--- src/design/temperature_log_statistics_assert.svh ---
// Assertion helpers used by the temperature log statistics back end (tls_back).
// They assume the house clock and reset names i_clk and i_rst_n.
`ifndef TEMPERATURE_LOG_STATISTICS_ASSERT_SVH
`define TEMPERATURE_LOG_STATISTICS_ASSERT_SVH

// Condition holds at every clock edge out of reset.
`define TLS_ASSERT_HOLDS(label, cond) \
    label: assert property (@(posedge i_clk) disable iff (!i_rst_n) (cond)) \
        else $error("tls: invariant violated");

// Consequent holds in the same cycle as the antecedent.
`define TLS_ASSERT_IMPLIES(label, ante, cons) \
    label: assert property (@(posedge i_clk) disable iff (!i_rst_n) (ante) |-> (cons)) \
        else $error("tls: implication violated");

// Consequent holds in the cycle after the antecedent.
`define TLS_ASSERT_NEXT(label, ante, cons) \
    label: assert property (@(posedge i_clk) disable iff (!i_rst_n) (ante) |=> (cons)) \
        else $error("tls: next-cycle implication violated");

`endif

--- src/design/tls_pkg.sv ---
`timescale 1ns / 1ps
package tls_pkg;

    localparam int READING_W = 16;
    localparam int CFG_W     = 15;
    localparam int CFG_IDX_W = 2;
    localparam int COUNT_W   = 8;
    localparam int INDEX_W   = 7;
    localparam int AVG_W     = 19;
    localparam int CLASS_NUM = 4;
    localparam int QUEUE_DEPTH = 2;
    localparam int OUT_TDATA_W = 128;

    localparam logic [CFG_W-1:0] NORMAL_UPPER_RST    = 15'd290;
    localparam logic [CFG_W-1:0] WARNING_UPPER_RST   = 15'd440;
    localparam logic [CFG_W-1:0] CRITICAL_UPPER_RST  = 15'd590;
    localparam logic [CFG_W-1:0] ALERT_THRESHOLD_RST = 15'd450;

    localparam logic signed [READING_W-1:0] SENTINEL_MIN = 16'sd9990;
    localparam logic signed [READING_W-1:0] SENTINEL_MAX = -16'sd9990;

    typedef enum logic [CFG_IDX_W-1:0] {
        CFG_NORMAL_UPPER    = 2'd0,
        CFG_WARNING_UPPER   = 2'd1,
        CFG_CRITICAL_UPPER  = 2'd2,
        CFG_ALERT_THRESHOLD = 2'd3
    } t_cfg_index;

    typedef enum logic [1:0] {
        CLS_NORMAL   = 2'd0,
        CLS_WARNING  = 2'd1,
        CLS_CRITICAL = 2'd2,
        CLS_SHUTDOWN = 2'd3
    } t_class;

    typedef struct packed {
        logic [CFG_W-1:0] normal_upper;
        logic [CFG_W-1:0] warning_upper;
        logic [CFG_W-1:0] critical_upper;
        logic [CFG_W-1:0] alert_threshold;
    } t_cfg;

    // One classified reading as it travels from front end to back end
    typedef struct packed {
        logic             is_last;
        logic             is_err;
        logic [CFG_W-1:0] value;
        t_class           cls;
        logic             alert;
    } t_item;

    typedef struct packed {
        logic [COUNT_W-1:0]          error_count;
        logic [COUNT_W-1:0]          valid_count;
        logic                        alert_found;
        logic [INDEX_W-1:0]          alert_index;
        logic [CFG_W-1:0]            alert_value;
        logic signed [READING_W-1:0] minimum;
        logic signed [READING_W-1:0] maximum;
        logic [AVG_W-1:0]            average;
        logic [COUNT_W-1:0]          normal_count;
        logic [COUNT_W-1:0]          warning_count;
        logic [COUNT_W-1:0]          critical_count;
        logic [COUNT_W-1:0]          shutdown_count;
    } t_summary;

endpackage

--- src/design/tls_front.sv ---
`timescale 1ns / 1ps
module tls_front
    import tls_pkg::*;
(
    input  logic                 i_clk,
    input  logic                 i_rst_n,
    input  logic                 i_cfg_wr_en,
    input  logic [CFG_IDX_W-1:0] i_cfg_addr,
    input  logic [CFG_W-1:0]     i_cfg_wr_data,
    input  logic                 i_s_axis_tvalid,
    output logic                 o_s_axis_tready,
    input  logic [READING_W-1:0] i_s_axis_tdata,
    input  logic                 i_s_axis_tlast,
    input  logic                 i_queue_full,
    output logic                 o_push,
    output t_item                o_item
);

    t_cfg   r_cfg;
    t_class w_cls;
    logic [CFG_W-1:0] w_value;

    always_ff @(posedge i_clk) begin
        if (!i_rst_n) begin
            r_cfg.normal_upper    <= NORMAL_UPPER_RST;
            r_cfg.warning_upper   <= WARNING_UPPER_RST;
            r_cfg.critical_upper  <= CRITICAL_UPPER_RST;
            r_cfg.alert_threshold <= ALERT_THRESHOLD_RST;
        end else if (i_cfg_wr_en) begin
            case (t_cfg_index'(i_cfg_addr))
                CFG_NORMAL_UPPER:    r_cfg.normal_upper    <= i_cfg_wr_data;
                CFG_WARNING_UPPER:   r_cfg.warning_upper   <= i_cfg_wr_data;
                CFG_CRITICAL_UPPER:  r_cfg.critical_upper  <= i_cfg_wr_data;
                CFG_ALERT_THRESHOLD: r_cfg.alert_threshold <= i_cfg_wr_data;
                default: ;
            endcase
        end
    end

    assign w_value = i_s_axis_tdata[CFG_W-1:0];

    // First bound not exceeded decides the class
    always_comb begin
        if (w_value <= r_cfg.normal_upper) begin
            w_cls = CLS_NORMAL;
        end else if (w_value <= r_cfg.warning_upper) begin
            w_cls = CLS_WARNING;
        end else if (w_value <= r_cfg.critical_upper) begin
            w_cls = CLS_CRITICAL;
        end else begin
            w_cls = CLS_SHUTDOWN;
        end
    end

    assign o_s_axis_tready = !i_queue_full;
    assign o_push          = i_s_axis_tvalid && !i_queue_full;

    assign o_item.is_last = i_s_axis_tlast;
    assign o_item.is_err  = i_s_axis_tdata[READING_W-1];
    assign o_item.value   = w_value;
    assign o_item.cls     = w_cls;
    assign o_item.alert   = (w_value >= r_cfg.alert_threshold);

endmodule

--- src/design/tls_queue.sv ---
`timescale 1ns / 1ps
module tls_queue
    import tls_pkg::*;
(
    input  logic  i_clk,
    input  logic  i_rst_n,
    input  logic  i_push,
    input  t_item i_item,
    output logic  o_full,
    input  logic  i_pop,
    output logic  o_valid,
    output t_item o_item
);

    localparam int PTR_W = $clog2(QUEUE_DEPTH);
    localparam int CNT_W = $clog2(QUEUE_DEPTH + 1);

    t_item              r_mem [QUEUE_DEPTH];
    logic [PTR_W-1:0]   r_wr_ptr;
    logic [PTR_W-1:0]   r_rd_ptr;
    logic [CNT_W-1:0]   r_count;
    logic               w_pop;

    assign o_full  = (r_count == CNT_W'(QUEUE_DEPTH));
    assign o_valid = (r_count != '0);
    assign o_item  = r_mem[r_rd_ptr];
    assign w_pop   = i_pop && o_valid;

    always_ff @(posedge i_clk) begin
        if (i_push) begin
            r_mem[r_wr_ptr] <= i_item;
        end
    end

    always_ff @(posedge i_clk) begin
        if (!i_rst_n) begin
            r_wr_ptr <= '0;
            r_rd_ptr <= '0;
            r_count  <= '0;
        end else begin
            if (i_push) begin
                r_wr_ptr <= r_wr_ptr + 1'b1;
            end
            if (w_pop) begin
                r_rd_ptr <= r_rd_ptr + 1'b1;
            end
            case ({i_push, w_pop})
                2'b10:   r_count <= r_count + 1'b1;
                2'b01:   r_count <= r_count - 1'b1;
                default: r_count <= r_count;
            endcase
        end
    end

endmodule

--- src/design/tls_div.sv ---
`timescale 1ns / 1ps
module tls_div #(
    parameter int DVD_W = 27,
    parameter int DSR_W = 8
) (
    input  logic             i_clk,
    input  logic             i_rst_n,
    input  logic             i_start,
    input  logic [DVD_W-1:0] i_dividend,
    input  logic [DSR_W-1:0] i_divisor,
    output logic             o_done,
    output logic [DVD_W-1:0] o_quotient
);

    localparam int STEP_W = $clog2(DVD_W + 1);

    logic [DVD_W-1:0]  r_quo;
    logic [DSR_W-1:0]  r_rem;
    logic [DSR_W-1:0]  r_dsr;
    logic [STEP_W-1:0] r_step;
    logic              r_busy;
    logic              r_done;
    logic [DSR_W:0]    w_trial;
    logic              w_fit;

    // One restoring step: shift in next dividend bit, subtract if it fits
    assign w_trial = {r_rem, r_quo[DVD_W-1]};
    assign w_fit   = (w_trial >= {1'b0, r_dsr});

    always_ff @(posedge i_clk) begin
        if (i_start) begin
            r_quo <= i_dividend;
            r_rem <= '0;
            r_dsr <= i_divisor;
        end else if (r_busy) begin
            r_quo <= {r_quo[DVD_W-2:0], w_fit};
            r_rem <= w_fit ? DSR_W'(w_trial - {1'b0, r_dsr}) : DSR_W'(w_trial);
        end
    end

    always_ff @(posedge i_clk) begin
        if (!i_rst_n) begin
            r_busy <= 1'b0;
            r_done <= 1'b0;
            r_step <= '0;
        end else begin
            r_done <= 1'b0;
            if (i_start) begin
                r_busy <= 1'b1;
                r_step <= STEP_W'(DVD_W);
            end else if (r_busy) begin
                r_step <= r_step - 1'b1;
                if (r_step == STEP_W'(1)) begin
                    r_busy <= 1'b0;
                    r_done <= 1'b1;
                end
            end
        end
    end

    assign o_done     = r_done;
    assign o_quotient = r_quo;

endmodule

--- src/design/tls_back.sv ---
`timescale 1ns / 1ps
module tls_back
    import tls_pkg::*;
#(
    parameter int MAX_READINGS = 128
) (
    input  logic     i_clk,
    input  logic     i_rst_n,
    input  logic     i_item_valid,
    input  t_item    i_item,
    output logic     o_pop,
    output logic     o_m_tvalid,
    input  logic     i_m_tready,
    output t_summary o_summary
);

    localparam int CNT_W = $clog2(MAX_READINGS + 1);
    localparam int SUM_W = CFG_W + CNT_W;
    localparam int DVD_W = SUM_W + 4;
    localparam int ACC_W = CNT_W + 2;
    localparam logic [CNT_W-1:0] MAX_CNT = CNT_W'(MAX_READINGS);

    typedef enum logic [2:0] {
        ST_ACCUM  = 3'b001,
        ST_DIVIDE = 3'b010,
        ST_SEND   = 3'b100
    } t_state;

    t_state                      r_state;
    logic [CNT_W-1:0]            r_pos;
    logic [CNT_W-1:0]            r_err_cnt;
    logic [CNT_W-1:0]            r_val_cnt;
    logic [SUM_W-1:0]            r_sum;
    logic signed [READING_W-1:0] r_min;
    logic signed [READING_W-1:0] r_max;
    logic                        r_alert_seen;
    logic [CNT_W-1:0]            r_alert_pos;
    logic [CFG_W-1:0]            r_alert_val;
    logic [CNT_W-1:0]            r_cls_cnt [CLASS_NUM];
    logic [AVG_W-1:0]            r_avg;
    logic                        r_div_start;
    logic                        w_div_done;
    logic [DVD_W-1:0]            w_quotient;
    logic [DVD_W-1:0]            w_dividend;
    logic signed [READING_W-1:0] w_value_s;
    logic [ACC_W-1:0]            w_pos_check;
    logic [ACC_W-1:0]            w_cls_total;

    assign o_pop      = (r_state == ST_ACCUM) && i_item_valid;
    assign o_m_tvalid = (r_state == ST_SEND);
    assign w_value_s  = READING_W'(i_item.value);

    // Ten times the sum, built from two shifts
    assign w_dividend = (DVD_W'(r_sum) << 3) + (DVD_W'(r_sum) << 1);

    tls_div #(
        .DVD_W (DVD_W),
        .DSR_W (CNT_W)
    ) u_div (
        .i_clk      (i_clk),
        .i_rst_n    (i_rst_n),
        .i_start    (r_div_start),
        .i_dividend (w_dividend),
        .i_divisor  (r_val_cnt),
        .o_done     (w_div_done),
        .o_quotient (w_quotient)
    );

    always_ff @(posedge i_clk) begin
        if (!i_rst_n) begin
            r_state      <= ST_ACCUM;
            r_div_start  <= 1'b0;
            r_pos        <= '0;
            r_err_cnt    <= '0;
            r_val_cnt    <= '0;
            r_sum        <= '0;
            r_min        <= SENTINEL_MIN;
            r_max        <= SENTINEL_MAX;
            r_alert_seen <= 1'b0;
            r_alert_pos  <= '0;
            r_alert_val  <= '0;
            r_avg        <= '0;
            for (int i = 0; i < CLASS_NUM; i++) begin
                r_cls_cnt[i] <= '0;
            end
        end else begin
            r_div_start <= 1'b0;
            case (r_state)
                ST_ACCUM: begin
                    if (i_item_valid) begin
                        // Drop readings once the set is full
                        if (r_pos < MAX_CNT) begin
                            r_pos <= r_pos + 1'b1;
                            if (i_item.is_err) begin
                                r_err_cnt <= r_err_cnt + 1'b1;
                            end else begin
                                if (r_val_cnt == '0 || w_value_s < r_min) begin
                                    r_min <= w_value_s;
                                end
                                if (r_val_cnt == '0 || w_value_s > r_max) begin
                                    r_max <= w_value_s;
                                end
                                r_sum     <= r_sum + SUM_W'(i_item.value);
                                r_val_cnt <= r_val_cnt + 1'b1;
                                r_cls_cnt[i_item.cls] <= r_cls_cnt[i_item.cls] + 1'b1;
                                if (!r_alert_seen && i_item.alert) begin
                                    r_alert_seen <= 1'b1;
                                    r_alert_pos  <= r_pos;
                                    r_alert_val  <= i_item.value;
                                end
                            end
                        end
                        if (i_item.is_last) begin
                            r_state     <= ST_DIVIDE;
                            r_div_start <= 1'b1;
                        end
                    end
                end
                ST_DIVIDE: begin
                    if (w_div_done) begin
                        r_avg   <= (r_val_cnt == '0) ? '0 : AVG_W'(w_quotient);
                        r_state <= ST_SEND;
                    end
                end
                ST_SEND: begin
                    if (i_m_tready) begin
                        r_state      <= ST_ACCUM;
                        r_pos        <= '0;
                        r_err_cnt    <= '0;
                        r_val_cnt    <= '0;
                        r_sum        <= '0;
                        r_min        <= SENTINEL_MIN;
                        r_max        <= SENTINEL_MAX;
                        r_alert_seen <= 1'b0;
                        r_alert_pos  <= '0;
                        r_alert_val  <= '0;
                        for (int i = 0; i < CLASS_NUM; i++) begin
                            r_cls_cnt[i] <= '0;
                        end
                    end
                end
                default: r_state <= ST_ACCUM;
            endcase
        end
    end

    assign o_summary.error_count    = COUNT_W'(r_err_cnt);
    assign o_summary.valid_count    = COUNT_W'(r_val_cnt);
    assign o_summary.alert_found    = r_alert_seen;
    assign o_summary.alert_index    = INDEX_W'(r_alert_pos);
    assign o_summary.alert_value    = r_alert_val;
    assign o_summary.minimum        = r_min;
    assign o_summary.maximum        = r_max;
    assign o_summary.average        = r_avg;
    assign o_summary.normal_count   = COUNT_W'(r_cls_cnt[CLS_NORMAL]);
    assign o_summary.warning_count  = COUNT_W'(r_cls_cnt[CLS_WARNING]);
    assign o_summary.critical_count = COUNT_W'(r_cls_cnt[CLS_CRITICAL]);
    assign o_summary.shutdown_count = COUNT_W'(r_cls_cnt[CLS_SHUTDOWN]);

    assign w_pos_check = ACC_W'(r_err_cnt) + ACC_W'(r_val_cnt);
    assign w_cls_total = ACC_W'(r_cls_cnt[CLS_NORMAL]) + ACC_W'(r_cls_cnt[CLS_WARNING])
                       + ACC_W'(r_cls_cnt[CLS_CRITICAL]) + ACC_W'(r_cls_cnt[CLS_SHUTDOWN]);

`include "temperature_log_statistics_assert.svh"

    `TLS_ASSERT_HOLDS(a_pos_matches_counts, w_pos_check == ACC_W'(r_pos))
    `TLS_ASSERT_HOLDS(a_classes_cover_valid, w_cls_total == ACC_W'(r_val_cnt))
    `TLS_ASSERT_IMPLIES(a_min_not_above_max, r_val_cnt != '0, r_min <= r_max)
    `TLS_ASSERT_IMPLIES(a_done_only_dividing, w_div_done, r_state == ST_DIVIDE)
    `TLS_ASSERT_NEXT(a_clear_after_send, r_state == ST_SEND && i_m_tready, r_pos == '0 && r_state == ST_ACCUM)

endmodule

--- src/design/temperature_log_statistics.sv ---
`timescale 1ns / 1ps
// Temperature log statistics. Readings (signed tenths of a degree, negative
// means sensor error) stream in one per cycle while the queue has room; tlast
// marks the last reading of a set. A front end classifies each reading
// against the configured bounds and pushes it into a two-entry queue; the
// back end folds one queued reading per cycle, while accumulating, into min,
// max, sum and class counters. On the last reading the back end computes the
// average (hundredths, truncated) with a restoring divider that resolves one
// quotient bit per cycle. Meanwhile up to two further readings are still
// accepted into the queue. The summary is held until taken and the
// statistics then clear. Readings past MAX_READINGS in a set are dropped,
// but their tlast still closes the set. Bound registers are to be written
// only while the block is idle; the block itself does not enforce this.
module temperature_log_statistics
    import tls_pkg::*;
#(
    parameter int MAX_READINGS = 128
) (
    input  logic                   i_clk,
    input  logic                   i_rst_n,
    input  logic                   i_cfg_wr_en,
    input  logic [CFG_IDX_W-1:0]   i_cfg_addr,
    input  logic [CFG_W-1:0]       i_cfg_wr_data,
    input  logic                   i_s_axis_tvalid,
    output logic                   o_s_axis_tready,
    input  logic [READING_W-1:0]   i_s_axis_tdata,   // [15:0] reading
    input  logic                   i_s_axis_tlast,
    output logic                   o_m_axis_tvalid,
    input  logic                   i_m_axis_tready,
    // [7:0] error_count, [15:8] valid_count, [16] alert_found,
    // [23:17] alert_index, [38:24] alert_value, [54:39] minimum,
    // [70:55] maximum, [89:71] average, [97:90] normal_count,
    // [105:98] warning_count, [113:106] critical_count,
    // [121:114] shutdown_count, [127:122] zero
    output logic [OUT_TDATA_W-1:0] o_m_axis_tdata
);

    localparam int PAD_W = OUT_TDATA_W - $bits(t_summary);

    t_item    w_push_item;
    t_item    w_pop_item;
    logic     w_push;
    logic     w_pop;
    logic     w_full;
    logic     w_item_valid;
    t_summary w_summary;

    tls_front u_front (
        .i_clk           (i_clk),
        .i_rst_n         (i_rst_n),
        .i_cfg_wr_en     (i_cfg_wr_en),
        .i_cfg_addr      (i_cfg_addr),
        .i_cfg_wr_data   (i_cfg_wr_data),
        .i_s_axis_tvalid (i_s_axis_tvalid),
        .o_s_axis_tready (o_s_axis_tready),
        .i_s_axis_tdata  (i_s_axis_tdata),
        .i_s_axis_tlast  (i_s_axis_tlast),
        .i_queue_full    (w_full),
        .o_push          (w_push),
        .o_item          (w_push_item)
    );

    tls_queue u_queue (
        .i_clk   (i_clk),
        .i_rst_n (i_rst_n),
        .i_push  (w_push),
        .i_item  (w_push_item),
        .o_full  (w_full),
        .i_pop   (w_pop),
        .o_valid (w_item_valid),
        .o_item  (w_pop_item)
    );

    tls_back #(
        .MAX_READINGS (MAX_READINGS)
    ) u_back (
        .i_clk        (i_clk),
        .i_rst_n      (i_rst_n),
        .i_item_valid (w_item_valid),
        .i_item       (w_pop_item),
        .o_pop        (w_pop),
        .o_m_tvalid   (o_m_axis_tvalid),
        .i_m_tready   (i_m_axis_tready),
        .o_summary    (w_summary)
    );

    assign o_m_axis_tdata = {
        {PAD_W{1'b0}},
        w_summary.shutdown_count,
        w_summary.critical_count,
        w_summary.warning_count,
        w_summary.normal_count,
        w_summary.average,
        w_summary.maximum,
        w_summary.minimum,
        w_summary.alert_value,
        w_summary.alert_index,
        w_summary.alert_found,
        w_summary.valid_count,
        w_summary.error_count
    };

endmodule

--- config.mk ---
export PLATFORM = sky130hd
export DESIGN_NAME = temperature_log_statistics
export DESIGN_NICKNAME = d
export VERILOG_FILES = /design/src/design/tls_pkg.sv /design/src/design/tls_front.sv /design/src/design/tls_queue.sv /design/src/design/tls_div.sv /design/src/design/tls_back.sv /design/src/design/temperature_log_statistics.sv
export VERILOG_INCLUDE_DIRS = /design/src /design/src/design
export SDC_FILE = /design/constraint.sdc
export NUM_CORES = 1
export LEC_CHECK = 0
export BUFFER_PORTS_ARGS = -buffer_cell sky130_fd_sc_hd__buf_2
export CAP_MARGIN = 30
export CORE_MARGIN = 5
export CORE_UTILIZATION = 50
export DETAILED_ROUTE_END_ITERATION = 12
export PLACE_DENSITY = 0.68
export SETUP_SLACK_MARGIN = 0.1
export SKIP_CTS_REPAIR_TIMING = 1
export SYNTH_ARGS = -nofsm -noshare
export SYNTH_HDL_FRONTEND = slang
export SYNTH_SLANG_ARGS = --single-unit
--- constraint.sdc ---
create_clock -name i_clk -period 10 [get_ports i_clk]
set_clock_uncertainty 0.2 [all_clocks]
set_input_delay 2 -clock i_clk [delete_from_list [all_inputs] [get_ports i_clk]]
set_output_delay 2 -clock i_clk [all_outputs]
set_load 0.1 [all_outputs]
==> summary.txt <==
Outcome
  – Status: finished clean

Synthesis
  – #FFs+latches synth: 311
  – Sequential fraction of the synthesis area: 44.58%
  – Count of unique library cells instantiated by Yosys: 83
  – Area contributors post-synth: dfxtp_1, edfxtp_1, ha_1
  – Largest family of logic cells by synthesized area: compound AO/OA/AOI/OAI gates
  – Post-Synth XOR/XNOR Area: 4.334%
  – Area leader, netlist: dfxtp_1
  – Mux contribution to synthesized area: 3.799%
  – Mapped Area: 16370 um^2
  – Synth Area per Inst: 9.359 um^2
  – Synth Area in Adders: 11.15%
  – Synth top area share: 24.95%
  – Async SR Flop Fraction: 0%
  – Simple-Gate Fraction of Synth Area: 15.25%
  – Synth warn: 0
  – Post-synthesis compound-gate area fraction: 15.70%
  – EDFF count, synth: 107
  – Post-Synthesis Cells: 1749
  – Synth Flop Type: dfxtp_1

Worst hold path
  – Hold Path Sink: u_back.r_alert_pos[2]$_SDFFE_PN0P_
  – Worst min-delay path category: reg2reg
  – Worst hold stages: 2
  – Hold_sp: u_back.r_alert_pos[2]$_SDFFE_PN0P_

Setup path
  – CP arrival: 4.64 ns
  – R2r setup slk: 5.94 ns
  – CP required: 10.24 ns
  – Worst reg2reg path endpoint: u_back.r_max[4]$_SDFFE_PN1P_
  – Worst-path fanout max: 31
  – Worst-path cell chain: buf_2 -> or4bb_1 -> o31ai_2 -> and2_1 -> nand2_1 -> nor3_1 -> a21oi_1 -> nor2_1
  – Critical Path Stages: 8
  – Cell count of the worst reg-to-reg path: 11
  – Crit Path Class: in2reg
  – CP delay by family, top: simple AND/OR/NAND/NOR gates
  – CP max-delay cell: nand2_1
  – Critical path endpoint category: flip-flop
  – Startpoint types: primary input
  – Critical path buffer and inverter count: 1
  – Worst path max stage delay: 0.70 ns

Drt
  – Drt total wl: 39970 um
  – Initial DRC count: 695
  – Post-route ant nets: 0
  – First-pass iteration count of the detailed router: 5
  – Avg Vias per Cell: 5.537
  – Vias: 13.07k
  – DRC violations left: 0
  – Post-DR wirelength/cell: 16.93 um

STA
  – Post-route setup slack: 5.603 ns
  – Fmax: 227.4 MHz
  – Final min period: 4.397 ns
  – Worst Max-Slew Pin Slew: 1.021 ns
  – RSZ-0062 raised after global routing: no
  – Setup TNS: 0 ns
  – Crit share post-route: 43.97%
  – Final setup vio count: 0
  – Slew Limit Fails: 0
  – Worst hold slack: 0.2506 ns
  – Slew HR: 31.78%
  – Final hold vios: 0

Clock tree
  – CTS Sinks: 311
  – TritonCTS clock tree: built
  – CTS root buffer: clkbuf_16
  – Clk_lat worst skew: 0.52 ns
  – Max Root-Sink Buffers: 3
  – H-tree levels: 2
  – CTS clock-pin slew for the worst setup and hold paths: 0.06 ns
  – CTS buffer count: 36

Floorplanning
  – Die Y: 190.9 um
  – Starting utilization of the core area: 50.44%
  – Overall die width: 190.9 um
  – Die area: 36450 um^2
  – IO Count: 169
  – Core ar.: 32450 um^2
  – Std cell rows: 66

Global routing
  – Grt ovf: 0
  – All-layer global routing usage: 21.44%
  – Vias in the first global route: 12.90k
  – Initial antenna violation count: 2
  – First-pass GRT wire length: 64320 um
  – Pin count of the biggest net entering global routing: 74

Final layout
  – Layout area overhead: 14.37%
  – Most frequent cells in the layout: nand2_1, dfxtp_1, buf_2
  – FF/Latch Area: 7297 um^2
  – Share of layout cells above drive strength 1: 14.44%
  – # fillers: 2855
  – Footprint of the multi-input gates: 8255 um^2
  – Final net count: 2075
  – Leading cell type in the layout, fill and taps excluded: nand2_1
  – Fin area: 18720 um^2

Place
  – Final GP Congestion: 0.8881
  – Dpl ws: 5.104 ns
  – Half-perimeter wire length after placement: 29470 um
  – PortBufs: 161
  – Post-placement cell area: 17520 um^2

Pwr
  – Total power per unit cell area: 265.7 nW/um^2
  – Peak supply drop: 0.2111 mV
  – Leak Pwr: 7.935 nW

Flow run
  – Max Cap Viol: 0
## through the flow
stage / instances / utilization, % / power (mW)
finish: 2361 / 57.68 / 4.973
global route: 2361 / 57.68 / 5.252
CTS: 2359 / 57.59 / 5.000
detailed placement: 2295 / 53.99 / 3.685
global placement: 2292 / 53.89 / 3.639
floorplan: 1755 / - / 3.268
## Yosys cell counts (all sizes together), types with 3 or more instances
library cell and n:
a2111oi 6, a211oi 19, a21boi 5, a21o 21
a21oi 133, a22oi 31, a2bb2oi 9, a311oi 4
a31oi 10, a41oi 3, and2 6, and3 17
and4 3, buf 26, clkbuf 49, dfxtp 204
edfxtp 107, fa 3, ha 141, inv 134
mux2 23, mux2i 35, nand2 219, nand2b 10
nand3 41, nand4 26, nor2 155, nor2b 17
nor3 27, nor3b 3, nor4 4, o211ai 27
o21a 4, o21ai 63, o21bai 6, o22ai 8
o31ai 7, o32a 6, o32ai 9, or2 4
or3 7, xnor2 43, xor2 38
## worst max path at each step
| stage | endpoint | slack, ns | from |
|---|---|---|---|
| after floorplan | u_back.r_val_cnt[5]$_SDFFE_PN0P_ | 6.11 | i_m_axis_tready |
| after global placement | u_back.r_alert_val[1]$_SDFFE_PN0P_ | 5.24 | i_m_axis_tready |
| after detailed placement | u_back.r_alert_val[4]$_SDFFE_PN0P_ | 5.10 | i_m_axis_tready |
| after CTS | u_back.r_alert_val[7]$_SDFFE_PN0P_ | 5.60 | i_m_axis_tready |
| after global routing | u_back.r_alert_val[4]$_SDFFE_PN0P_ | 5.42 | i_m_axis_tready |
| final | u_back.r_alert_val[7]$_SDFFE_PN0P_ | 5.60 | i_m_axis_tready |
## layout make-up
cell class / instances / area share (%)
multi-input cells: 1234 / 44.10
well taps: 442 / 2.954
repair buffers: 174 / 4.993
flip-flops and latches: 311 / 38.98
diodes: 1 / 0.01337
clock buffers: 43 / 5.066
clock inverters: 21 / 1.176
inverters: 135 / 2.720
## cell families after synthesis
family | Yosys count
simple gates | 550
other cells | 1
flops | 311
xor+xnor | 81
compound gates | 394
buf+inv | 210
mux | 58
fa+ha+maj | 144
## metal layers
layer,vias to the layer above,GRT usage (%),part of all wire (%)
met2,292,39.21,51
met3,73,3.031,4.0
met5,-,0,0.050
met1,6219,26.37,42
li1,6487,-,-
met4,2,6.077,2.7
## power by group
group	leakage [nW]	switching, mW	total [mW]	internal, mW
clock	0.590	0.522	1.31	0.784
combinational	4.66	1.39	1.97	0.574
sequential	2.69	0.163	1.70	1.54
total	7.93	2.08	4.97	2.90
## flip-flops by register name, summed over array words and instances (netlist names), 15 cells and up, named ones only
name and cells:
u_back.r_sum 23, u_back.u_div.o_quotient 27, u_front.r_cfg 60, u_back.r_min 15
u_back.r_max 16, u_back.r_cls_cnt 32, u_back.r_avg 19, u_queue.r_mem 40
u_back.r_alert_val 15
## worst reg2reg max path, stage by stage, from the launching register on
cell and delay, ns:
dfxtp_1 0.59, buf_4 0.36, mux2i_1 0.50, inv_1 0.25
ha_1 0.35, nand4_1 0.09, or4_1 0.51, nor2_1 0.11
a21oi_1 0.06, nand3_1 0.44, nand2_2 0.24, a2bb2oi_1 0.21
Note: power is estimated with default switching activity, not from simulation.
